$ cat src/hdl/sale_pkg.sv
`timescale 1ns / 1ps
package sale_pkg;

  typedef enum logic [2:0] {
    OP_INSERT   = 3'd0,
    OP_READ     = 3'd1,
    OP_COUNT    = 3'd2,
    OP_REMAT    = 3'd3,
    OP_REMFIRST = 3'd4,
    OP_REMALL   = 3'd5,
    OP_FIND     = 3'd6
  } op_t;

  typedef enum logic [1:0] {
    ST_OK       = 2'd0,
    ST_FULL     = 2'd1,
    ST_BADPOS   = 2'd2,
    ST_NOTFOUND = 2'd3
  } st_t;

  // controller -> datapath
  typedef struct packed {
    logic load;
    logic decide;
    logic ins_read;
    logic ins_step;
    logic ins_put;
    logic scan_read;
    logic scan_step;
    logic out_load;
  } sale_ctl_t;

  // datapath -> controller
  typedef struct packed {
    op_t  op;
    logic pre_bad;
    logic fill_zero;
    logic ins_shift;
    logic ins_last;
    logic scan_last;
    logic out_free;
  } sale_sts_t;

endpackage

$ cat src/hdl/sale_ctrl.sv
`timescale 1ns / 1ps
module sale_ctrl import sale_pkg::*; (
  input  logic      clk,
  input  logic      rst,
  input  logic      req_valid,
  output logic      req_stall,
  input  sale_sts_t sts,
  output sale_ctl_t ctl
);

  typedef enum logic [7:0] {
    S_IDLE     = 8'b0000_0001,
    S_DECIDE   = 8'b0000_0010,
    S_INS_RD   = 8'b0000_0100,
    S_INS_CMP  = 8'b0000_1000,
    S_INS_PUT  = 8'b0001_0000,
    S_SCAN_RD  = 8'b0010_0000,
    S_SCAN_CMP = 8'b0100_0000,
    S_DONE     = 8'b1000_0000
  } state_t;

  state_t state, state_next;

  always_ff @(posedge clk) begin
    if (rst) begin
      state <= S_IDLE;
    end else begin
      state <= state_next;
    end
  end

  assign req_stall = (state != S_IDLE);

  always_comb begin
    state_next = state;
    ctl        = '0;
    unique case (state)
      S_IDLE: begin
        ctl.load = req_valid;
        if (req_valid) state_next = S_DECIDE;
      end
      S_DECIDE: begin
        ctl.decide = 1'b1;
        if (sts.pre_bad) begin
          state_next = S_DONE;
        end else begin
          case (sts.op)
            OP_INSERT: state_next = sts.fill_zero ? S_INS_PUT : S_INS_RD;
            OP_COUNT, OP_REMAT, OP_REMFIRST, OP_REMALL, OP_FIND:
              state_next = sts.fill_zero ? S_DONE : S_SCAN_RD;
            default:   state_next = S_DONE;
          endcase
        end
      end
      S_INS_RD: begin
        ctl.ins_read = 1'b1;
        state_next   = S_INS_CMP;
      end
      S_INS_CMP: begin
        ctl.ins_step = 1'b1;
        state_next   = (sts.ins_shift && !sts.ins_last) ? S_INS_RD : S_INS_PUT;
      end
      S_INS_PUT: begin
        ctl.ins_put = 1'b1;
        state_next  = S_DONE;
      end
      S_SCAN_RD: begin
        ctl.scan_read = 1'b1;
        state_next    = S_SCAN_CMP;
      end
      S_SCAN_CMP: begin
        ctl.scan_step = 1'b1;
        state_next    = sts.scan_last ? S_DONE : S_SCAN_RD;
      end
      S_DONE: begin
        ctl.out_load = sts.out_free;
        if (sts.out_free) state_next = S_IDLE;
      end
      default: state_next = S_IDLE;
    endcase
  end

endmodule

$ cat src/hdl/sale_dpath.sv
`timescale 1ns / 1ps
module sale_dpath import sale_pkg::*; #(
  parameter int CAPACITY = 8
) (
  input  logic               clk,
  input  logic               rst,
  input  logic [2:0]         cmd,
  input  logic signed [31:0] value,
  input  logic [2:0]         position,
  input  sale_ctl_t          ctl,
  output sale_sts_t          sts,
  input  logic               rsp_stall,
  output logic               rsp_valid,
  output logic [1:0]         status,
  output logic signed [31:0] read_value,
  output logic [2:0]         found_position,
  output logic [3:0]         match_count
);

  localparam int CW = $clog2(CAPACITY + 1);
  localparam int IW = (CAPACITY > 1) ? $clog2(CAPACITY) : 1;
  localparam int PW = (CW > 3) ? CW : 3;
  localparam logic [CW-1:0] CAP_W = CW'(CAPACITY);

  logic signed [31:0] mem [CAPACITY];

  op_t                op_q;
  logic signed [31:0] value_q;
  logic [2:0]         pos_q;
  logic [CW-1:0]      fill;
  logic [CW-1:0]      idx;
  logic [CW-1:0]      wj;
  logic [CW-1:0]      cnt;
  logic [IW-1:0]      first;
  logic               found;
  logic               bad_q;
  logic signed [31:0] rd_data;

  logic [CW-1:0]      idx_dec, idx_inc, wj_next;
  logic [PW-1:0]      pos_w, fill_w;
  logic               pre_bad, modify, match, drop;
  logic               we, re;
  logic [IW-1:0]      wa, ra;
  logic signed [31:0] wd;

  st_t                st_r;
  logic signed [31:0] rv_r;
  logic [2:0]         fp_r;
  logic [3:0]         mc_r;

  assign idx_dec = idx - 1'b1;
  assign idx_inc = idx + 1'b1;
  assign pos_w   = PW'(pos_q);
  assign fill_w  = PW'(fill);
  assign modify  = (op_q == OP_REMAT) || (op_q == OP_REMFIRST) || (op_q == OP_REMALL);
  assign match   = (rd_data == value_q);

  always_comb begin
    case (op_q)
      OP_INSERT:        pre_bad = (fill >= CAP_W);
      OP_READ, OP_REMAT: pre_bad = (pos_w >= fill_w);
      OP_FIND:          pre_bad = (fill == '0);
      default:          pre_bad = 1'b0;
    endcase
  end

  // entry dropped from the compacted list
  always_comb begin
    case (op_q)
      OP_REMAT:    drop = (idx == CW'(pos_q));
      OP_REMFIRST: drop = match && !found;
      OP_REMALL:   drop = match;
      default:     drop = 1'b0;
    endcase
  end

  assign wj_next = wj + CW'(!drop);

  assign sts.op        = op_q;
  assign sts.pre_bad   = pre_bad;
  assign sts.fill_zero = (fill == '0);
  assign sts.ins_shift = (value_q < rd_data);
  assign sts.ins_last  = (idx == CW'(1));
  assign sts.scan_last = (idx_inc == fill);
  assign sts.out_free  = !rsp_valid || !rsp_stall;

  // memory port selection; the command strobes are one-hot
  always_comb begin
    we = 1'b0;
    wa = idx[IW-1:0];
    wd = rd_data;
    re = 1'b0;
    ra = idx[IW-1:0];
    if (ctl.ins_step) begin
      we = sts.ins_shift;
    end else if (ctl.ins_put) begin
      we = 1'b1;
      wd = value_q;
    end else if (ctl.scan_step) begin
      we = modify && !drop;
      wa = wj[IW-1:0];
    end
    if (ctl.decide) begin
      re = (op_q == OP_READ) && !pre_bad;
      ra = IW'(pos_q);
    end else if (ctl.ins_read) begin
      re = 1'b1;
      ra = idx_dec[IW-1:0];
    end else if (ctl.scan_read) begin
      re = 1'b1;
    end
  end

  always_ff @(posedge clk) begin
    if (we) mem[wa] <= wd;
    if (re) rd_data <= mem[ra];
  end

  always_ff @(posedge clk) begin
    if (rst) begin
      fill <= '0;
    end else if (ctl.ins_put) begin
      fill <= fill + 1'b1;
    end else if (ctl.scan_step && sts.scan_last && modify) begin
      fill <= wj_next;
    end
  end

  always_ff @(posedge clk) begin
    if (ctl.load) begin
      op_q    <= op_t'(cmd);
      value_q <= value;
      pos_q   <= position;
    end
    if (ctl.decide) begin
      bad_q <= pre_bad;
      idx   <= (op_q == OP_INSERT) ? fill : '0;
      wj    <= '0;
      cnt   <= '0;
      found <= 1'b0;
      first <= '0;
    end
    if (ctl.ins_step && sts.ins_shift) idx <= idx_dec;
    if (ctl.scan_step) begin
      idx <= idx_inc;
      wj  <= wj_next;
      if (match) begin
        cnt   <= cnt + 1'b1;
        found <= 1'b1;
        if (!found) first <= idx[IW-1:0];
      end
    end
  end

  // result word
  always_comb begin
    st_r = ST_BADPOS;
    rv_r = '0;
    fp_r = '0;
    mc_r = 4'(fill);
    case (op_q)
      OP_INSERT: begin
        if (bad_q) begin
          st_r = ST_FULL;
        end else begin
          st_r = ST_OK;
          fp_r = 3'(idx);
        end
      end
      OP_READ: begin
        if (!bad_q) begin
          st_r = ST_OK;
          rv_r = rd_data;
          fp_r = pos_q;
        end
      end
      OP_COUNT, OP_REMALL: begin
        if (found) begin
          st_r = ST_OK;
          fp_r = 3'(first);
          mc_r = 4'(cnt);
        end else begin
          st_r = ST_NOTFOUND;
          mc_r = '0;
        end
      end
      OP_REMAT: begin
        if (!bad_q) begin
          st_r = ST_OK;
          fp_r = pos_q;
        end
      end
      OP_REMFIRST: begin
        if (found) begin
          st_r = ST_OK;
          fp_r = 3'(first);
          mc_r = 4'd1;
        end else begin
          st_r = ST_NOTFOUND;
          mc_r = '0;
        end
      end
      OP_FIND: begin
        if (bad_q) begin
          mc_r = '0;
        end else if (found) begin
          st_r = ST_OK;
          fp_r = 3'(first);
        end else begin
          st_r = ST_NOTFOUND;
        end
      end
      default: st_r = ST_BADPOS;
    endcase
  end

  always_ff @(posedge clk) begin
    if (rst) begin
      rsp_valid <= 1'b0;
    end else if (ctl.out_load) begin
      rsp_valid <= 1'b1;
    end else if (!rsp_stall) begin
      rsp_valid <= 1'b0;
    end
  end

  always_ff @(posedge clk) begin
    if (ctl.out_load) begin
      status         <= st_r;
      read_value     <= rv_r;
      found_position <= fp_r;
      match_count    <= mc_r;
    end
  end

endmodule

$ cat src/hdl/sorted_array_list_engine_unit.sv
`timescale 1ns / 1ps
// Sorted list of up to CAPACITY signed 32-bit values with a fill count.
// Request channel (req_valid/req_stall) carries one command word: cmd,
// value, position. Response channel (rsp_valid/rsp_stall) returns one word
// per command: status, read_value, found_position, match_count.
// A word moves on a clock edge where valid is high and stall is low.
// Read, rejected commands, unknown codes and empty-list scans skip the walk;
// insert walks down over the entries it shifts up, stopping at the front;
// count, find and remove (any form) scan every entry.
// Each entry is read through the registered read port of the entry memory,
// then compared and written back. One command is in flight at a time;
// req_stall is high from acceptance until the result is loaded, and the
// next word can be taken on the following edge.
// The result sits in an output register, so the next command is accepted
// while the previous response is still stalled; the new result waits in the
// last step until that register frees.
// Reset clears the fill count and the response valid; the entry memory is
// not cleared, and only entries below the fill count are ever read.
module sorted_array_list_engine_unit import sale_pkg::*; #(
  parameter int CAPACITY = 8
) (
  input  logic               clk,
  input  logic               rst,
  input  logic               req_valid,
  output logic               req_stall,
  input  logic [2:0]         cmd,
  input  logic signed [31:0] value,
  input  logic [2:0]         position,
  output logic               rsp_valid,
  input  logic               rsp_stall,
  output logic [1:0]         status,
  output logic signed [31:0] read_value,
  output logic [2:0]         found_position,
  output logic [3:0]         match_count
);

  sale_ctl_t ctl;
  sale_sts_t sts;

  // sequencer: decode, insert walk, compaction scan, result hand-off
  sale_ctrl u_ctrl (
    .clk       (clk),
    .rst       (rst),
    .req_valid (req_valid),
    .req_stall (req_stall),
    .sts       (sts),
    .ctl       (ctl)
  );

  // entry memory, fill count, walk indices and the response register
  sale_dpath #(
    .CAPACITY (CAPACITY)
  ) u_dpath (
    .clk            (clk),
    .rst            (rst),
    .cmd            (cmd),
    .value          (value),
    .position       (position),
    .ctl            (ctl),
    .sts            (sts),
    .rsp_stall      (rsp_stall),
    .rsp_valid      (rsp_valid),
    .status         (status),
    .read_value     (read_value),
    .found_position (found_position),
    .match_count    (match_count)
  );

endmodule

$ cat config.mk
export PLATFORM = sky130hd
export DESIGN_NAME = sorted_array_list_engine_unit
export DESIGN_NICKNAME = d
export VERILOG_FILES = /design/src/hdl/sale_pkg.sv /design/src/hdl/sale_ctrl.sv /design/src/hdl/sale_dpath.sv /design/src/hdl/sorted_array_list_engine_unit.sv
export SDC_FILE = /design/constraint.sdc
export NUM_CORES = 1
export LEC_CHECK = 0
export ABC_AREA = 1
export BUFFER_PORTS_ARGS = -buffer_cell sky130_fd_sc_hd__buf_4
export CAP_MARGIN = 10
export CORE_AREA = 2 2 191 193
export CTS_BUF_LIST = sky130_fd_sc_hd__clkbuf_8
export DETAILED_ROUTE_END_ITERATION = 8
export DIE_AREA = 0 0 193 195
export PLACE_DENSITY = 0.66
export SYNTH_ARGS = -nofsm -noshare
export SYNTH_HDL_FRONTEND = slang
export SYNTH_SLANG_ARGS = --single-unit
$ cat constraint.sdc
create_clock -name clk -period 7.4 [get_ports clk]
set_clock_uncertainty 0.2 [all_clocks]
set_input_delay 0.74 -clock clk [delete_from_list [all_inputs] [get_ports clk]]
set_output_delay 0.74 -clock clk [all_outputs]
set_load 0.05 [all_outputs]
After elaboration in Yosys (flattened, before gate mapping)
Memories as Yosys holds them, arrays and structs flattened. A register that Yosys moved wholly into a read port is not among the register bits. Index checks and enable logic that the tools add are counted.

Equality and inequality tests: 22. Reduce and logical (&&, ||, !) cells: 27. Muxes and demuxes: 68. Bitwise logic cells: 1. Add/sub/neg operators: 5. Magnitude comparators: 3.

Operators by type and width (count): two-way mux 32 bit (2); case mux 8 bit (8 select lines) (1); two-way mux 4 bit (13); two-way mux 8 bit (5); two-way mux 3 bit (13); == test 32 bit (1); < comparator 32 bit (1); two-way mux 1 bit (23); case mux 8 bit (2 select lines) (1); adder 4 x 1 -> 4 bit (second input constant) (3); case mux 3 bit (4 select lines) (1); case mux 4 bit (3 select lines) (1); two-way mux 5 bit (2); == test 3 bit (second input constant) (3); == test 8 x 1 -> 1 bit (second input constant) (1); == test 8 x 2 -> 1 bit (second input constant) (1); == test 8 x 3 -> 1 bit (second input constant) (1); == test 8 x 4 -> 1 bit (second input constant) (1); == test 8 x 5 -> 1 bit (second input constant) (1); == test 8 x 6 -> 1 bit (second input constant) (1); == test 8 x 7 -> 1 bit (second input constant) (1); == test 8 bit (second input constant) (1); inequality test 8 x 1 -> 1 bit (second input constant) (1); case mux 2 bit (4 select lines) (1); 25 further kinds (46).

Word-level logic and storage cells: 143. Output and inout port bits: 43. Flip-flop bits (word level): 109. Input port bits: 42. Memories: 1. Memory bits (writable): 256.

Memory list: u_dpath.mem (depth 8, bits a word 32, read ports 1, clocked after Yosys merged registers in 1, wr ports 1, line sale_dpath.sv:25) `logic signed [31:0] mem [CAPACITY];`.

Longest topological paths before layout
Depth in word-level cells: 10. Mapped depth: 18. Depth with buffers taken out: 18.

Cells and area by module
A second synthesis with hierarchy kept.

Cell total of the unflattened synthesis: 1472. Area, all modules: 17048.9 um^2.

By module, submodules not included: sale_dpath (cells an instance 1368, seq. area each 11551.1 um^2, area an instance 16453.3 um^2, times used 1); sale_ctrl (cells an instance 104, seq. area each 160.2 um^2, area an instance 595.6 um^2, times used 1).

Worst setup path after synthesis
Ideal clock, no wire load.

Kind: flip-flop to flip-flop. From: reg u_dpath.value_q[31]. To: mem u_dpath.mem[2][0], enable pin. Arrival time: 3.154 ns. Period minus slack after synthesis: 3.775 ns. Buffers on the path: 0. Required time: 6.779 ns. Path slack: 3.625 ns. Stages on the path, launching flop included: 12. Library setup time: 0.421 ns. Cells stage by stage: edfxtp_1 ha_1 nand2_1 nor2_1 nand4_1 nor2_1 nand2_1 nand3_1 nand3_2 nand2_1 nand3_1 nor2_1.

Word-level cells in the longest chain between the ends: 10. Elaborated cells between the ends (all ways): 11. Classes of those cells: 1 x order compare; 1 x eq/ne; 6 x mux; 3 x reduce/logical.

RTL lines: start, declared (line sale_dpath.sv:28) `logic signed [31:0] value_q;`; start signal, assigned (line sale_dpath.sv:132) `value_q <= value;`; == test 32 bit (line sale_dpath.sv:56) `assign match = (rd_data == value_q);`; logical AND 1 bit (line sale_dpath.sv:71) `OP_REMFIRST: drop = match && !found;`; case mux 1 bit (3 select lines) (line sale_dpath.sv:69) `case (op_q)`; logical NOT 1 bit (line sale_dpath.sv:100) `we = modify && !drop;`; logical AND 1 bit (line sale_dpath.sv:100); two-way mux 1 bit (line sale_dpath.sv:99) `end else if (ctl.scan_step) begin`; two-way mux 1 bit (line sale_dpath.sv:96) `end else if (ctl.ins_put) begin`; two-way mux 1 bit * (line sale_dpath.sv:94) `if (ctl.ins_step) begin`; two-way mux 1 bit * (line sale_dpath.sv:115) `if (we) mem[wa] <= wd;`; two-way mux 1 bit (not written as such) * (line sale_dpath.sv:115); end, declared (line sale_dpath.sv:25).

Mark *: on every way between the ends. The rest lies on a longest branch, timed or not.

Worst setup path after layout
From: reg u_dpath.value_q[31]. To: mem u_dpath.mem[7][18], enable pin.

The elaborated chain is that of the path after synthesis.

==> results.tsv <==
stage	metric	value	unit
power_and_ir_drop	Comb power frac	4.9	%
floorplanning	Initial Util	49.5	%
sta	fin. max-slew vios	0	
cells_and_area	register area	11700	um2
setup_path	CP Cell Sequence	ha_1, nand2_1, nor2_1, nand4_1, nor2_1, nand2_1, nand3_1, nand3_2, nand2_1, nand3_1, nor2_4	
floorplanning	Site Rows	69	
drt	wire length per cell	17.9	um
setup_path	crit path DAT	4450	ps
power_and_ir_drop	Power Internal	3.44	mW
setup_path	slowest CP cell	nor2_4	
power_and_ir_drop	LEAKAGE	8.07	nW
drt	DR DRC count	0	
setup_path	critical path fanouts, max	32	
setup_path	reg2reg end	u_dpath.mem[7][18]$_DFFE_PP_	
cells_and_area	Final nets	1773	
sta	Worst-Margin Slew	1200	ps
floorplanning	die height	195	um
sta	Max Fclk	0.224	GHz
power_and_ir_drop	Final Total Pwr	4.47	mW
logic_synthesis	Syn Inst Count	1582	
setup_path	worst r2r src	u_dpath.value_q[31]$_DFFE_PP_	
clock_network	Worst-Skew Late Latency	580	ps
flow_run	MaxCap Viol Count	0	
floorplanning	die area	37600	um2
logic_synthesis	Avg Cell Area, Syn	11.1	um2
clock_network	CTS tree	yes	
floorplanning	Top-Level Pins	85	
hold_path	worst hold path type	input pin to flip-flop	
logic_synthesis	EDFF count, synth	376	
clock_network	Setup Buffers After CTS	0	
global_routing	total track usage	21.5	%
power_and_ir_drop	Reg power frac	55.7	%
sta	final hold viol count	0	
placed_design	Setup WS pre-CTS	2970	ps
sta	Finish-stage setup viols	0	
setup_path	CP max stage delay	940	ps
logic_synthesis	Post-Synthesis Cell Area	17500	um2
clock_network	clk root buf	clkbuf_8	
sta	Final period util	60.3	%
power_and_ir_drop	Clk network pwr share	39.4	%
logic_synthesis	Synth cell types	43	
logic_synthesis	yosys warns	0	
cells_and_area	Antenna Cells	0	
setup_path	CP most frequent cell	nand2_1	
sta	setup TNS	0	ps
setup_path	kind of critical path	flip-flop to flip-flop	
clock_network	H-tree Lvls	3	
drt	drt first pass iters	5	
logic_synthesis	asr flop ratio synth	0	%
drt	vias per inst	5.24	
drt	post-route ant nets	0	
setup_path	startpoint types	flip-flop	
setup_path	worst r2r path cells	11	
power_and_ir_drop	Net Switching	1.03	mW
global_routing	initial antenna violation count	0	
global_routing	vias in the first global route	11400	
floorplanning	die span in x	193	um
clock_network	hold_buf cts	0	
power_and_ir_drop	VDD IR-drop max	0.146	mV
setup_path	Critical Path End Type	flip-flop	
placed_design	port buffer count	84	
cells_and_area	Design Area, Final	19800	um2
sta	relative slew slack	19.5	%
outcome	status	completed	
drt	Detailed Route WL	39.2	mm
clock_network	clk buf depth	3	
logic_synthesis	Top FF cell, synth	edfxtp_1	
setup_path	Crit path required time	7390	ps
sta	RSZ-0062 raised after global routing	false	
setup_path	CP Capture Point	u_dpath.mem[7][18]$_DFFE_PP_	
cells_and_area	FILL cells	3025	
cells_and_area	share of layout cells above drive strength 1	14.1	%
placed_design	Final Wtd Congestion	0.920	
cells_and_area	area of the multi-input gates	5040	um2
clock_network	CTS Buf Count	66	
placed_design	Post-Place Cell Area	18600	um2
global_routing	global-route wire length before repair	62.3	mm
power_and_ir_drop	Sw Ratio	23.1	%
clock_network	post-cts sizing count	0	
logic_synthesis	Syn Nets	1668	
logic_synthesis	#FFs+latches synth	397	
setup_path	r2r setup slk	2940	ps
power_and_ir_drop	Power Dens Cells	226	nW/um2
sta	min cycle time layout	4460	ps
global_routing	Congestion Overflow GR	0	
setup_path	crit path launch	u_dpath.value_q[31]$_DFFE_PP_	
placed_design	DP Wirelength	23.1	mm
drt	via count	11500	
sta	worst setup margin	2940	ps
cells_and_area	Layout area overhead	12.9	%
floorplanning	core box area	35400	um2
clock_network	CTS clk-pin slew, worst paths	60	ps
drt	Iteration-0 DRC Markers	876	
logic_synthesis	post-synthesis sequential area ratio	66.8	%
clock_network	CTS Sinks	397	
global_routing	largest net degree at the start of global routing	114	
-- synthesized netlist by cell type (10+ instances only) --
cell        n  area [um2]
nand2_1   585        2200
edfxtp_1  376       11300
inv_1     128         480
nor2_1     81         304
o21ai_0    57         285
ha_1       44         551
o211ai_1   36         270
o211ai_2   31         388
or2_1      30         188
nand3_1    29         145
a21oi_1    25         125
buf_2      25         125
dfxtp_1    21         420
clkbuf_1   14        52.6
nand4_1    12        75.1
buf_4      10        75.1
-- state kept, by name, indices dropped and copies added (netlist names) --
signal and flops:
u_dpath.fill 4, u_dpath.idx 4, u_dpath.first 3, u_dpath.found 1, u_dpath.status 2, u_dpath.read_value 32, u_ctrl.state 8, u_dpath.mem 256
u_dpath.rd_data 32, u_dpath.cnt 4, u_dpath.found_position 3, u_dpath.value_q 32, u_dpath.bad_q 1, u_dpath.pos_q 3, u_dpath.op_q 3, u_dpath.wj 4
u_dpath.rsp_valid 1, u_dpath.match_count 4
-- routing by layer --
metal	routed length [um]	global-route usage, %	vias to the layer above	share of wire [%]
met5	0	0	-	0
met3	2220	3.63	82	5.6
li1	-	-	5570	-
met1	18300	31.1	5478	47
met4	864	6.54	0	2.2
met2	17900	33.4	351	46
-- how the worst min path moves through the flow --
stage / startpoint / endpoint / depth (start not counted)
final: value[26] / u_dpath.value_q[26]$_DFFE_PP_ / 1
after global routing: value[30] / u_dpath.value_q[30]$_DFFE_PP_ / 1
after CTS: cmd[2] / u_dpath.op_q[2]$_DFFE_PP_ / 1
after detailed placement: u_dpath.first[2]$_DFF_P_ / u_dpath.first[2]$_DFF_P_ / 2
after global placement: u_dpath.rsp_valid$_SDFFE_PP0P_ / u_dpath.rsp_valid$_SDFFE_PP0P_ / 2
after floorplan: u_dpath.first[0]$_DFF_P_ / u_dpath.first[0]$_DFF_P_ / 2
-- placed cells by master (no fill, tap or decap), types with 3 or more instances in the layout --
| cell | instances |
|---|---|
| nand2_1 | 585 |
| edfxtp_1 | 376 |
| inv_1 | 153 |
| buf_4 | 95 |
| nor2_1 | 71 |
| clkbuf_8 | 69 |
| o21ai_0 | 57 |
| ha_1 | 44 |
| o211ai_1 | 36 |
| o211ai_2 | 31 |
| or2_1 | 30 |
| nand3_1 | 28 |
| a21oi_1 | 25 |
| dfxtp_1 | 21 |
| nand4_1 | 12 |
| nor2_4 | 10 |
| o22ai_1 | 9 |
| inv_2 | 8 |
| clkinv_1 | 8 |
| xor2_1 | 8 |
| clkinv_2 | 8 |
| nor4_1 | 4 |
| xnor2_1 | 4 |
| nor3_1 | 4 |
| clkinvlp_4 | 4 |
| nand2_2 | 3 |
| a22oi_1 | 3 |
| nand3_2 | 3 |
| buf_12 | 3 |
-- kinds of logic (layout without fill, tap and decap cells) --
group,Yosys count,in the layout,share of synthesized area [%]
AND/OR/NAND/NOR,759,759,17.5
flip-flops,397,397,66.8
buffers and inverters,200,350,5.00
AO/OA/AOI/OAI,170,170,6.94
adder cells (fa/ha/maj),44,44,3.14
XOR/XNOR,12,12,0.599
-- power groups by stage --
stage	combinational [mW]	sequential [mW]	clock, mW
2_1_floorplan	0.152	2.53	0
4_1_cts	0.219	2.49	1.80
3_3_place_gp	0.214	2.53	0
6_report	0.218	2.49	1.76
3_5_place_dp	0.217	2.53	0
5_1_grt	0.246	2.49	1.90
-- critical path: cells and delay by family (launching register included) --
kind / cells / cell delay (ps)
fa+ha+maj: 1 / 400
flops: 1 / 400
simple gates: 10 / 3040
-- through the flow --
stage	cells	hold WS (ps)	utilization, %
global route	2193	101	55.9
CTS	2190	96.1	55.8
finish	2193	135	55.9
detailed placement	2077	279	52.4
floorplan	1582	253	-
global placement	2077	273	52.4
-- cell type report --
type	instances	area share, %
sequential	397	59.2
multi-input combinational	985	25.5
clock buffer	69	4.80
timing repair buffer	98	3.91
tap	461	2.91
inverter	139	2.65
clock inverter	44	1.11
Power figures use the tool's default switching activity.
